==> config.mk <==
export PLATFORM = sky130hd
export DESIGN_NAME = lagged_table_random_generator_unit
export DESIGN_NICKNAME = d
export VERILOG_FILES = /design/src/rtl/ltrg_pkg.sv /design/src/rtl/ltrg_ram.sv /design/src/rtl/ltrg_front.sv /design/src/rtl/ltrg_back.sv /design/src/rtl/lagged_table_random_generator_unit.sv
export SDC_FILE = /design/constraint.sdc
export NUM_CORES = 2
export LEC_CHECK = 0
export CAP_MARGIN = 20
export CORE_UTILIZATION = 31
export CTS_BUF_LIST = sky130_fd_sc_hd__clkbuf_2 sky130_fd_sc_hd__clkbuf_4 sky130_fd_sc_hd__clkbuf_8
export CTS_CLUSTER_SIZE = 30
export DETAILED_ROUTE_END_ITERATION = 16
export DONT_BUFFER_PORTS = 1
export MAX_ROUTING_LAYER = met4
export PLACE_DENSITY_LB_ADDON = 0.1
export SYNTH_ARGS = -nofsm -noshare
export SYNTH_HDL_FRONTEND = slang
export SYNTH_SLANG_ARGS = --single-unit
==> constraint.sdc <==
create_clock -name clk -period 9.45 [get_ports clk]
set_input_delay 1.89 -clock clk [delete_from_list [all_inputs] [get_ports clk]]
set_output_delay 1.89 -clock clk [all_outputs]
set_load 0.05 [all_outputs]
==> src/rtl/ltrg_pkg.sv <==
// ----------------------------------------------------------------------------
// ltrg_pkg
// Shared types, constants and helper functions for the lagged table random
// generator unit.
// ----------------------------------------------------------------------------
package ltrg_pkg;

  localparam int RING_DEPTH  = 96;
  localparam int WORD_BITS   = 32;
  localparam int RING_AW     = $clog2(RING_DEPTH);
  localparam int SEED_BITS   = 16;
  localparam int QUEUE_DEPTH = 2;

  localparam logic [SEED_BITS-1:0] SEED_MUL = 16'd20077;
  localparam logic [SEED_BITS-1:0] SEED_ADD = 16'd11;

  // Kind codes on the command port; the fourth code is unused.
  typedef enum logic [1:0] {
    OP_SEED_START = 2'd0,
    OP_SEED_BIT   = 2'd1,
    OP_DRAW       = 2'd2,
    OP_NONE       = 2'd3
  } op_t;

  typedef struct packed {
    op_t                  op;
    logic [SEED_BITS-1:0] seed_value;
    logic                 seed_bit;
  } cmd_t;

  // One congruential step: x*20077 + 11 mod 2^16.
  function automatic logic [SEED_BITS-1:0] seed_step(input logic [SEED_BITS-1:0] x);
    logic [2*SEED_BITS-1:0] p;
    p = (2*SEED_BITS)'(x) * (2*SEED_BITS)'(SEED_MUL) + (2*SEED_BITS)'(SEED_ADD);
    return p[SEED_BITS-1:0];
  endfunction

  // Seed state mod 96: 96 = 32 * 3, so keep the low five bits and take the
  // upper eleven bits mod 3 by summing base-4 digits (4 is 1 mod 3).
  function automatic logic [RING_AW-1:0] seed_slot(input logic [SEED_BITS-1:0] x);
    logic [10:0] hi;
    logic [4:0]  s;
    hi = x[15:5];
    s  = 5'(hi[1:0]) + 5'(hi[3:2]) + 5'(hi[5:4]) + 5'(hi[7:6]) + 5'(hi[9:8])
       + 5'(hi[10]);
    if (s >= 5'd12) s = s - 5'd12;
    if (s >= 5'd6)  s = s - 5'd6;
    if (s >= 5'd3)  s = s - 5'd3;
    return {s[1:0], x[4:0]};
  endfunction

  // Circular address: head plus a small offset, wrapped at the ring depth.
  function automatic logic [RING_AW-1:0] ring_add(input logic [RING_AW-1:0] h,
                                                  input logic [2:0] off);
    logic [RING_AW:0] s;
    s = (RING_AW+1)'(h) + (RING_AW+1)'(off);
    if (s >= (RING_AW+1)'(RING_DEPTH)) s = s - (RING_AW+1)'(RING_DEPTH);
    return s[RING_AW-1:0];
  endfunction

  // Read order of a draw: five lagged taps, then the head word itself.
  function automatic logic [2:0] draw_offset(input logic [2:0] step);
    logic [2:0] off;
    unique case (step)
      3'd0:    off = 3'd7;
      3'd1:    off = 3'd6;
      3'd2:    off = 3'd4;
      3'd3:    off = 3'd3;
      3'd4:    off = 3'd2;
      default: off = 3'd0;
    endcase
    return off;
  endfunction

endpackage

==> src/rtl/ltrg_ram.sv <==
// ----------------------------------------------------------------------------
// ltrg_ram
// Generic single-write, single-read RAM with registered read data.
// ----------------------------------------------------------------------------
module ltrg_ram #(
  parameter int WIDTH = 32,
  parameter int DEPTH = 96
) (
  input  logic                     clk,
  input  logic                     we,
  input  logic [$clog2(DEPTH)-1:0] waddr,
  input  logic [WIDTH-1:0]         wdata,
  input  logic [$clog2(DEPTH)-1:0] raddr,
  output logic [WIDTH-1:0]         rdata
);

  logic [WIDTH-1:0] mem [DEPTH];

  always_ff @(posedge clk) begin
    if (we) begin
      mem[waddr] <= wdata;
    end
    rdata <= mem[raddr];
  end

endmodule

==> src/rtl/ltrg_front.sv <==
// ----------------------------------------------------------------------------
// ltrg_front
// Command intake: decodes the kind field, drops unused codes and queues
// commands for the back end.
// ----------------------------------------------------------------------------
module ltrg_front (
  input  logic                          clk,
  input  logic                          rst,
  input  logic                          start,
  input  logic [1:0]                    kind,
  input  logic [ltrg_pkg::SEED_BITS-1:0] seed_value,
  input  logic                          seed_bit,
  output logic                          busy,
  output logic                          cmd_valid,
  output ltrg_pkg::cmd_t                cmd,
  input  logic                          cmd_pop
);
  import ltrg_pkg::*;

  localparam int PW = (QUEUE_DEPTH > 1) ? $clog2(QUEUE_DEPTH) : 1;
  localparam int CW = $clog2(QUEUE_DEPTH + 1);

  cmd_t          queue [QUEUE_DEPTH];
  logic [PW-1:0] wr_ptr;
  logic [PW-1:0] rd_ptr;
  logic [CW-1:0] count;
  cmd_t          in_cmd;
  logic          push;
  logic          pop;

  always_comb begin
    in_cmd.seed_value = seed_value;
    in_cmd.seed_bit   = seed_bit;
    unique case (kind)
      2'd0:    in_cmd.op = OP_SEED_START;
      2'd1:    in_cmd.op = OP_SEED_BIT;
      2'd2:    in_cmd.op = OP_DRAW;
      default: in_cmd.op = OP_NONE;
    endcase
  end

  assign busy      = (count == CW'(QUEUE_DEPTH));
  // Drop unused codes here: they take the transaction but change nothing.
  assign push      = start && !busy && (in_cmd.op != OP_NONE);
  assign cmd_valid = (count != '0);
  assign pop       = cmd_pop && cmd_valid;
  assign cmd       = queue[rd_ptr];

  always_ff @(posedge clk) begin
    if (push) begin
      queue[wr_ptr] <= in_cmd;
    end
  end

  always_ff @(posedge clk) begin
    if (rst) begin
      wr_ptr <= '0;
      rd_ptr <= '0;
      count  <= '0;
    end else begin
      if (push) begin
        wr_ptr <= (wr_ptr == PW'(QUEUE_DEPTH - 1)) ? '0 : wr_ptr + 1'b1;
      end
      if (pop) begin
        rd_ptr <= (rd_ptr == PW'(QUEUE_DEPTH - 1)) ? '0 : rd_ptr + 1'b1;
      end
      if (push && !pop) begin
        count <= count + 1'b1;
      end else if (pop && !push) begin
        count <= count - 1'b1;
      end
    end
  end

endmodule

==> src/rtl/ltrg_back.sv <==
// ----------------------------------------------------------------------------
// ltrg_back
// Execution sequencer: owns the ring RAM, its valid bits, the head index and
// the seed state, and carries out one queued command at a time.
// ----------------------------------------------------------------------------
module ltrg_back (
  input  logic                          clk,
  input  logic                          rst,
  input  logic                          cmd_valid,
  input  ltrg_pkg::cmd_t                cmd,
  output logic                          cmd_pop,
  output logic                          done,
  output logic [ltrg_pkg::WORD_BITS-1:0] number
);
  import ltrg_pkg::*;

  typedef enum logic [4:0] {
    ST_IDLE       = 5'b00001,
    ST_DRAW       = 5'b00010,
    ST_FLIP_ADV   = 5'b00100,
    ST_FLIP_READ  = 5'b01000,
    ST_FLIP_WRITE = 5'b10000
  } state_t;

  localparam logic [2:0] DRAW_LAST = 3'd6;
  localparam logic [2:0] FLIP_LAST = 3'd4;

  state_t                state;
  state_t                state_next;
  logic [2:0]            step;
  logic [RING_AW-1:0]    head;
  logic [SEED_BITS-1:0]  seed;
  logic [RING_DEPTH-1:0] ring_valid;
  logic [RING_AW-1:0]    slot;
  logic [WORD_BITS-1:0]  acc;
  logic                  rd_ok;

  logic                  we;
  logic [RING_AW-1:0]    waddr;
  logic [WORD_BITS-1:0]  wdata;
  logic [RING_AW-1:0]    raddr;
  logic [WORD_BITS-1:0]  rdata;
  logic [WORD_BITS-1:0]  rword;
  logic [WORD_BITS-1:0]  sum;

  ltrg_ram #(
    .WIDTH(WORD_BITS),
    .DEPTH(RING_DEPTH)
  ) u_ring (
    .clk  (clk),
    .we   (we),
    .waddr(waddr),
    .wdata(wdata),
    .raddr(raddr),
    .rdata(rdata)
  );

  // Entries not written since the last clear read as zero.
  assign rword   = rd_ok ? rdata : '0;
  assign sum     = rword + acc;
  assign cmd_pop = (state == ST_IDLE) && cmd_valid;

  always_comb begin
    if (state == ST_FLIP_READ) begin
      raddr = seed_slot(seed);
    end else begin
      raddr = ring_add(head, draw_offset(step));
    end
  end

  always_comb begin
    we    = 1'b0;
    waddr = head;
    wdata = sum;
    if ((state == ST_DRAW) && (step == DRAW_LAST)) begin
      we = 1'b1;
    end else if (state == ST_FLIP_WRITE) begin
      we    = 1'b1;
      waddr = slot;
      wdata = rword ^ WORD_BITS'(1);
    end
  end

  always_comb begin
    state_next = state;
    unique case (state)
      ST_IDLE: begin
        if (cmd_valid) begin
          if (cmd.op == OP_DRAW) begin
            state_next = ST_DRAW;
          end else if ((cmd.op == OP_SEED_BIT) && cmd.seed_bit) begin
            state_next = ST_FLIP_ADV;
          end
        end
      end
      ST_DRAW: begin
        if (step == DRAW_LAST) state_next = ST_IDLE;
      end
      ST_FLIP_ADV:   state_next = ST_FLIP_READ;
      ST_FLIP_READ:  state_next = ST_FLIP_WRITE;
      ST_FLIP_WRITE: state_next = (step == FLIP_LAST) ? ST_IDLE : ST_FLIP_ADV;
      default:       state_next = ST_IDLE;
    endcase
  end

  always_ff @(posedge clk) begin
    rd_ok <= ring_valid[raddr];
    if (state == ST_FLIP_READ) begin
      slot <= raddr;
    end
    if (state == ST_IDLE) begin
      acc <= '0;
    end else if ((state == ST_DRAW) && (step != 3'd0) && (step != DRAW_LAST)) begin
      acc <= acc ^ rword;
    end
    if ((state == ST_DRAW) && (step == DRAW_LAST)) begin
      number <= sum;
    end
  end

  always_ff @(posedge clk) begin
    if (rst) begin
      state      <= ST_IDLE;
      step       <= '0;
      head       <= '0;
      seed       <= '0;
      ring_valid <= '0;
      done       <= 1'b0;
    end else begin
      state <= state_next;
      done  <= (state == ST_DRAW) && (step == DRAW_LAST);
      if (we) begin
        ring_valid[waddr] <= 1'b1;
      end
      unique case (state)
        ST_IDLE: begin
          step <= '0;
          if (cmd_valid) begin
            unique case (cmd.op)
              OP_SEED_START: begin
                ring_valid <= '0;
                head       <= '0;
                seed       <= cmd.seed_value;
              end
              OP_SEED_BIT: seed <= seed_step(seed);
              OP_DRAW: begin
                head <= (head == '0 || head >= RING_AW'(RING_DEPTH))
                      ? RING_AW'(RING_DEPTH - 1) : head - 1'b1;
              end
              default: ;
            endcase
          end
        end
        ST_DRAW:       step <= step + 1'b1;
        ST_FLIP_ADV:   seed <= seed_step(seed);
        ST_FLIP_READ:  ;
        ST_FLIP_WRITE: step <= step + 1'b1;
        default:       ;
      endcase
    end
  end

endmodule

==> src/rtl/lagged_table_random_generator_unit.sv <==
// ----------------------------------------------------------------------------
// lagged_table_random_generator_unit
// Lagged additive random generator over a 96-word ring, with congruential
// seeding.
// ----------------------------------------------------------------------------
// A draw shows its number on the done strobe after its start transaction
// has passed the command queue, the dispatch in the idle state and the ring
// RAM steps of the draw state. The back end takes one command at a time: a
// draw's length is set by six reads through the single read port of the ring
// RAM and one write, a seed start and a clear seed bit are done in the idle
// state alone, and a set seed bit runs five read-flip-write passes. Reset
// (rst, synchronous) empties the queue, zeroes head and seed state and marks
// every ring word as zero; results cannot be stalled.
// ----------------------------------------------------------------------------
module lagged_table_random_generator_unit (
  input  logic                          clk,
  input  logic                          rst,
  input  logic                          start,
  input  logic [1:0]                    kind,
  input  logic [ltrg_pkg::SEED_BITS-1:0] seed_value,
  input  logic                          seed_bit,
  output logic                          busy,
  output logic                          done,
  output logic [ltrg_pkg::WORD_BITS-1:0] number
);
  import ltrg_pkg::*;

  // Command queue handoff between intake and execution.
  logic cmd_valid;
  cmd_t cmd;
  logic cmd_pop;

  // Front end: take a transaction whenever the queue has room, decode its
  // kind and drop the unused code without touching any state.
  ltrg_front u_front (
    .clk       (clk),
    .rst       (rst),
    .start     (start),
    .kind      (kind),
    .seed_value(seed_value),
    .seed_bit  (seed_bit),
    .busy      (busy),
    .cmd_valid (cmd_valid),
    .cmd       (cmd),
    .cmd_pop   (cmd_pop)
  );

  // Back end: advance the head and fold the lagged taps into the head word
  // for draws; advance the seed state and flip ring bits for seeding. The
  // ring lives in RAM with per-word valid bits, so a seed start clears the
  // whole table by clearing those bits, without writing the RAM.
  ltrg_back u_back (
    .clk      (clk),
    .rst      (rst),
    .cmd_valid(cmd_valid),
    .cmd      (cmd),
    .cmd_pop  (cmd_pop),
    .done     (done),
    .number   (number)
  );

endmodule
# [Yosys cells after proc, flatten, opt, wreduce, memory -nomap -nowiden]
# Memories as Yosys holds them, arrays and structs flattened. A register that Yosys moved wholly into a read port is not among the register bits.
# Index checks and enable logic that the tools add are counted.
[totals] regBits=204 latchBits=0 mem_bits_rw=3110 romBits=0 n_memories=2
[op_classes] n_addsub=18 n_mul=1 n_div=0 n_lt_le_gt_ge=8 n_eq_ne=21 shifts=0 muxes=47 n_bitwise=3 n_reduce_logical=29
[memory_table] name="u_back.u_ring.mem" words=96 width=32 rd=1 rd_clocked_by_memory_dff=1 write_ports=1 line_no="ltrg_ram.sv:17" text="logic [WIDTH-1:0] mem [DEPTH];"
[memory_table] name="u_front.queue" words=2 width=19 rd=1 rd_clocked_by_memory_dff=1 write_ports=1 line_no="ltrg_front.sv:23" text="cmd_t queue [QUEUE_DEPTH];"
[op_table] cell="$mux W96" count=4
[op_table] cell="$mux W32" count=3
[op_table] cell="$or A96 B96 Y96" count=1
[op_table] cell="$pmux W16 S2" count=2
[op_table] cell="$mux W5" count=8
[op_table] cell="$mux W7" count=5
[op_table] cell="$add A32 B32 Y32" count=1
[op_table] cell="$xor A32 B32 Y32" count=1
[op_table] cell="$pmux W5 S5" count=1
[op_table] cell="$add A16 B4 Y16 const B" count=1
[op_table] cell="$lt A7 B8 Y1 const B" count=2
[op_table] cell="$mul A16 B15 Y16 const B" count=1
[op_table] cell="$mux W16" count=1
[op_table] cell="$add A5 B2 Y5" count=3
[op_table] cell="$pmux W3 S5" count=1
[op_table] cell="$pmux W7 S2" count=1
[op_table] cell="$mux W1" count=12
[op_table] cell="$logic_and A1 B1 Y1" count=11
[op_table] cell="$reduce_bool A2 Y1" count=5
[op_table] cell="$ne A3 B3 Y1 const B" count=3
[op_table] cell="$reduce_and A3 Y1" count=3
[op_table] cell="$add A7 B3 Y8" count=1
[op_table] cell="$ge A8 B7 Y1 const B" count=1
[op_table] cell="$bmux W1 S7" count=1
[op_table] cell="41 further kinds" count=54

# [Longest topological paths before layout]
[depth] ltp_word=16 depth_mapped=33

# [Cells and area by module]
# From an unflattened synthesis, not the netlist that was laid out.
[unflattened] hier_cells=6966 hier_area_um2=133225.3
[by_module_without_submodules] mod="ltrg_ram" instances=1 cells_per_inst=5279 area_per_inst_um2=118304.7
[by_module_without_submodules] mod="ltrg_back" instances=1 cells_per_inst=1601 area_per_inst_um2=13301.5
[by_module_without_submodules] mod="ltrg_front" instances=1 cells_per_inst=86 area_per_inst_um2=1619.1

# [Worst setup path after synthesis]
# No wires, ideal clock.
[synth_timing] path_type="flip-flop to flip-flop" startpoint="register u_back.rd_ok" endpoint="memory u_back.u_ring.mem[0][30], data pin" setup_ps=917 arrival_ps=6724 t_required_ps=8533 setup_slack_ps=1810 stages_incl_launch_ff=15 path_buffers=1 synth_period_minus_slack_ps=7640 path_cell_list="dfxtp_1 clkbuf_1 and2_1 ha_1 inv_1 fa_1 nor2b_1 o31a_1 o41a_1 o21ai_0 a2111oi_0 o21ai_0 a31oi_1 a2111oi_0 nor3_1"
[synth_via] elab_chain_len=4
[synth_lines] element="start: declaration" line_no="ltrg_back.sv:36" text="logic rd_ok;"
[synth_lines] element="start signal: assignment" line_no="ltrg_back.sv:107" text="rd_ok <= ring_valid[raddr];"
[synth_lines] element="$mux W32 *" line_no="ltrg_back.sv:59" text="assign rword = rd_ok ? rdata : '0;"
[synth_lines] element="$add A32 B32 Y32" line_no="ltrg_back.sv:60" text="assign sum = rword + acc;"
[synth_lines] element="$mux W32" line_no="ltrg_back.sv:77" text="end else if (state == ST_FLIP_WRITE) begin"
[synth_lines] element="$mux W32 *" line_no="ltrg_back.sv:75" text="if ((state == ST_DRAW) && (step == DRAW_LAST)) begin"
[synth_lines] element="net u_back.u_ring.wdata[30]" line_no="ltrg_ram.sv:12" text="input logic [WIDTH-1:0] wdata,"
[synth_lines] element="end: declaration" line_no="ltrg_ram.sv:17"
# The timed path passes the listed nets; every way through them passes the cells marked *.

# [Worst setup path after layout]
[layout_timing] startpoint="register u_back.seed[5]" endpoint="register u_back.u_ring.rdata[5] (read register of u_back.u_ring.mem)"
[layout_via] elab_chain_len=14 word_cells_on_any_way=17
[layout_lines] element="start: declaration" line_no="ltrg_back.sv:32" text="logic [SEED_BITS-1:0] seed;"
[layout_lines] element="start signal: assignment" line_no="ltrg_back.sv:143" text="seed <= cmd.seed_value;"
[layout_lines] element="start signal: assignment" line_no="ltrg_back.sv:145" text="OP_SEED_BIT: seed <= seed_step(seed);"
[layout_lines] element="start signal: assignment" line_no="ltrg_back.sv:155" text="ST_FLIP_ADV: seed <= seed_step(seed);"
[layout_lines] element="$add A2 B2 Y3 *" line_no="ltrg_pkg.sv:44" text="s = 5'(hi[1:0]) + 5'(hi[3:2]) + 5'(hi[5:4]) + 5'(hi[7:6]) + 5'(hi[9:8])"
[layout_lines] element="$add A5 B2 Y5 * (3 in series)" line_no="ltrg_pkg.sv:44"
[layout_lines] element="$add A5 B1 Y5 *" line_no="ltrg_pkg.sv:45" text="+ 5'(hi[10]);"
[layout_lines] element="$sub A5 B4 Y5 or $ge A5 B4 Y1 (tied branches)" line_no="ltrg_pkg.sv:46" text="if (s >= 5'd12) s = s - 5'd12;"
[layout_lines] element="$mux W5 *" line_no="ltrg_pkg.sv:46"
[layout_lines] element="$mux W5 *" line_no="ltrg_back.sv:64" text="if (state == ST_FLIP_READ) begin"
[layout_lines] element="$sub A5 B3 Y5 or $ge A5 B3 Y1 (tied branches)" line_no="ltrg_pkg.sv:47" text="if (s >= 5'd6) s = s - 5'd6;"
[layout_lines] element="$mux W5 *" line_no="ltrg_pkg.sv:47"
[layout_lines] element="$mux W5 *" line_no="ltrg_back.sv:64"
[layout_lines] element="$ge A5 B2 Y1 or $sub A2 B2 Y2 (tied branches)" line_no="ltrg_pkg.sv:48" text="if (s >= 5'd3) s = s - 5'd3;"
[layout_lines] element="$mux W2 *" line_no="ltrg_pkg.sv:48"
[layout_lines] element="$mux W7 *" line_no="ltrg_back.sv:64"
[layout_lines] element="end: declaration" line_no="ltrg_ram.sv:14" text="output logic [WIDTH-1:0] rdata"
# Mark *: on every way between the ends. The rest lies on a longest branch, timed or not. The select of a mux whose other input is x is not followed.
# A chain may end at the register's enable or synchronous reset.

==> impl_results.md <==
* Root buffer cell: clkbuf_8
* Relative slew margins at 13.1%
* Detailed Route WL at 472 mm
* Most used cell, CP: inv_1
* Setup repair bufs after CTS at 0
* Critical path capture point type: flop
* Worst EP required at 10580 ps
* Footprint of the multi-input gates at 34400 um2
* Post-synthesis sequential area ratio at 73.0%
* Hold WC Path Type: flop to flop
* Io pins at 56
* Critical path class: flop to flop
* Net Sw Frac at 41.7%
* Drt pass-1 iters at 5
* CTS Sinks at 3347
* Die Wd at 662 um
* Initial core utilization at 31.2%
* Initial DRC count at 7755
* Antenna violations before repair at 43
* Final-report hold violation count at 0
* GR Overflow Total at 0
* Max Root-Sink Buffers at 4
* Main synth FF type: edfxtp_1
* Worst Max-Slew Pin Slew at 1300 ps
* Residual DRC at 0
* Final layout net count at 9005
* Final setup viols at 0
* DR WL/cell at 31.4 um
* Post-Syn Area at 135000 um2
* Static Leak at 50.2 nW
* H-tree levels at 6
* Clk pwr share at 25.5%
* Syn Area/Cell at 15.8 um2
* Layout area overhead at 14.4%
* First-pass GRT wire length at 649 mm
* Max VDD drop at 0.000351 V
* TNS Setup at 0 ps
* Max Clock Freq at 124 MHz
* Crit path launch type: flop
* Max Cap Violations at 0
* Internal cell power at 0.0298 W
* Syn Nets at 8701
* Via count at 79.7k
* Slew Viols, Final at 0
* CORE AREA at 432000 um2
* Final period util at 85.3%
* Post-cts repair resize count at 0
* Worst Path Max Fanout at 66
* Area leader, netlist: edfxtp_1
* Yosys reg bits at 3347
* Yosys top cell area share at 70.1%
* Vias per cell at 5.30
* Worst endpoint data arrival time at 9190 ps
* Yosys Warn Count at 0
* CTS tree: done
* PD cells at 331 nW/um2
* Die area at 438000 um2
* Post-route ant nets at 0
* Hpwl dp at 260 mm
* Row cnt at 241
* Hold_buf cts at 0
* Clock Skews at 66.0 ps
* Unrepaired setup endpoints after global routing: false
* Tot GR Track Use at 21.7%
* Hold Slack at 457 ps
* Status: completed
* Post-synth ARST share at 0%
* Buf/Inv on CP at 6
* Total CTS buffers at 590
* Die height at 662 um
* Top Family by Delay on Critical Path: adder cells
* Routability cong. at 0.850
* Count of different cell masters after synthesis at 80
* Post-synth EDFFs at 3149
* CP peak stage delay at 760 ps
* Combinational fraction of design power at 40.0%
* Reg clk slew, reported paths at 60 ps
* Area contributors post-synth: edfxtp_1, mux4_2, mux2i_1
* Port Buf Inserts at 0
* Vias in the first global route at 80.5k
* Fillers at 41.0k
* Clk_lat worst skew at 1220 ps
* Switch Pwr at 0.0213 W
* Share of layout cells above drive strength 1 at 17.6%
* Largest net degree at the start of global routing at 137
* Syn Inst Count at 8523
* Tmin final at 8060 ps
* Sequential Area at 98500 um2
* Part of the power in registers at 34.5%
* Worst path slowest cell: fa_1
-- per-layer routing --
metal	vias up	global-route usage [%]	wire [um]
li1	34100	-	-
met1	42300	29.0	208000
met2	2639	34.0	219000
met3	641	3.75	30500
met4	0	6.62	14900
met5	-	-	0
-- logic make-up (layout without fill, tap and decap cells) --
logic type	Yosys count	count (layout)	synth area share, %
flip-flops	3347	3347	73.0
AND/OR/NAND/NOR	2241	2241	7.25
AO/OA/AOI/OAI	1258	1258	7.21
multiplexers	764	764	8.11
buffers and inverters	686	1442	2.25
adder cells (fa/ha/maj)	156	156	1.71
XOR/XNOR	71	71	0.461
other	0	35	0
-- sequential cells by signal, summed over array words and instances, names as in the netlist, named ones only --
| register | flops |
|---|---|
| u_front.wr_ptr | 1 |
| u_back.number | 32 |
| u_back.u_ring.rdata | 32 |
| u_back.ring_valid | 96 |
| u_front.rd_ptr | 1 |
| u_back.seed | 16 |
| u_back.acc | 32 |
| u_front.queue | 38 |
| u_back.slot | 7 |
| u_front.count | 2 |
| u_back.step | 3 |
| u_back.head | 7 |
| u_back.done | 1 |
| u_back.state | 5 |
| u_back.u_ring.mem | 3072 |
| u_back.rd_ok | 1 |
-- placed cells by master, fill, tap and decap left out, types with 114 or more instances in the layout --
cell type,n
clkinv_1,127
a221oi_1,197
clkbuf_4,218
inv_1,114
edfxtp_1,3149
a21oi_1,121
clkbuf_8,619
nand2_1,1066
and3_1,146
nand3_1,327
a211oi_1,212
nor3_1,120
nor2_1,326
a311oi_1,232
buf_4,250
dfxtp_1,198
mux4_2,260
mux2i_1,472
-- cells in the mapped netlist (34+ instances only) --
cell / count
a211oi_1: 221
a21oi_1: 122
a221oi_1: 197
a311oi_1: 232
a31oi_1: 78
a32o_1: 65
and2_1: 34
and3_1: 146
buf_1: 34
buf_2: 156
buf_4: 46
clkbuf_1: 320
dfxtp_1: 198
edfxtp_1: 3149
fa_1: 48
ha_1: 108
inv_1: 115
mux2i_1: 473
mux4_2: 260
nand2_1: 1069
nand3_1: 330
nor2_1: 424
nor3_1: 121
o21a_1: 103
o21ai_0: 54
o22ai_1: 35
or3_1: 40
xnor2_1: 49
-- worst paths after layout --
kind                               startpoint                                to  slack (ps)  cells past startpoint
min reg2reg  u_back.ring_valid[12]$_SDFF_PP0_  u_back.ring_valid[12]$_SDFF_PP0_         460                      1
max reg2reg       u_back.seed[5]$_SDFFE_PP0P_    u_back.u_ring.rdata[5]$_DFF_P_        1390                     28
max               u_back.seed[5]$_SDFFE_PP0P_    u_back.u_ring.rdata[5]$_DFF_P_        1390                     28
min          u_back.ring_valid[12]$_SDFF_PP0_  u_back.ring_valid[12]$_SDFF_PP0_         460                      1
-- power by group through the flow --
stage               clock network (W)  registers (W)  logic [W]
floorplan                           0         0.0178     0.0104
global placement                    0         0.0179     0.0207
detailed placement                  0         0.0179     0.0207
CTS                            0.0134         0.0176     0.0208
global route                   0.0140         0.0176     0.0215
finish                         0.0131         0.0176     0.0205
-- worst register-to-register path: cells and delay by family, from the launching register on --
family,cells,cell delay (ps)
adders and majority gates,9,3440
AOI/OAI and AO/OA,7,1880
and+or+nand+nor,4,1470
DFF,1,490
buffers and inverters,6,480
muxes,1,150
xor gates and xnor gates,1,100
-- through the flow --
stage          worst slack, ps  power (W)  instance area [um2]  utilization [%]  instances
2_1_floorplan             1810     0.0282               135000                -       8523
3_3_place_gp              1670     0.0386               143000             33.1      13900
3_5_place_dp              1470     0.0386               143000             33.1      13900
4_1_cts                   1450     0.0518               154000             35.7      15000
5_1_grt                    878     0.0531               154000             35.7      15000
6_report                  1390     0.0512               154000             35.7      15000
-- area by class of cell --
class	instances	area share (%)
multi-input combinational	4490	22.3
timing repair buffer	280	1.60
tap	5710	4.63
clock inverter	207	0.727
sequential	3347	63.8
antenna	35	0.0567
clock buffer	837	6.58
inverter	118	0.304
No activity file was read; power rests on OpenSTA's default activity.
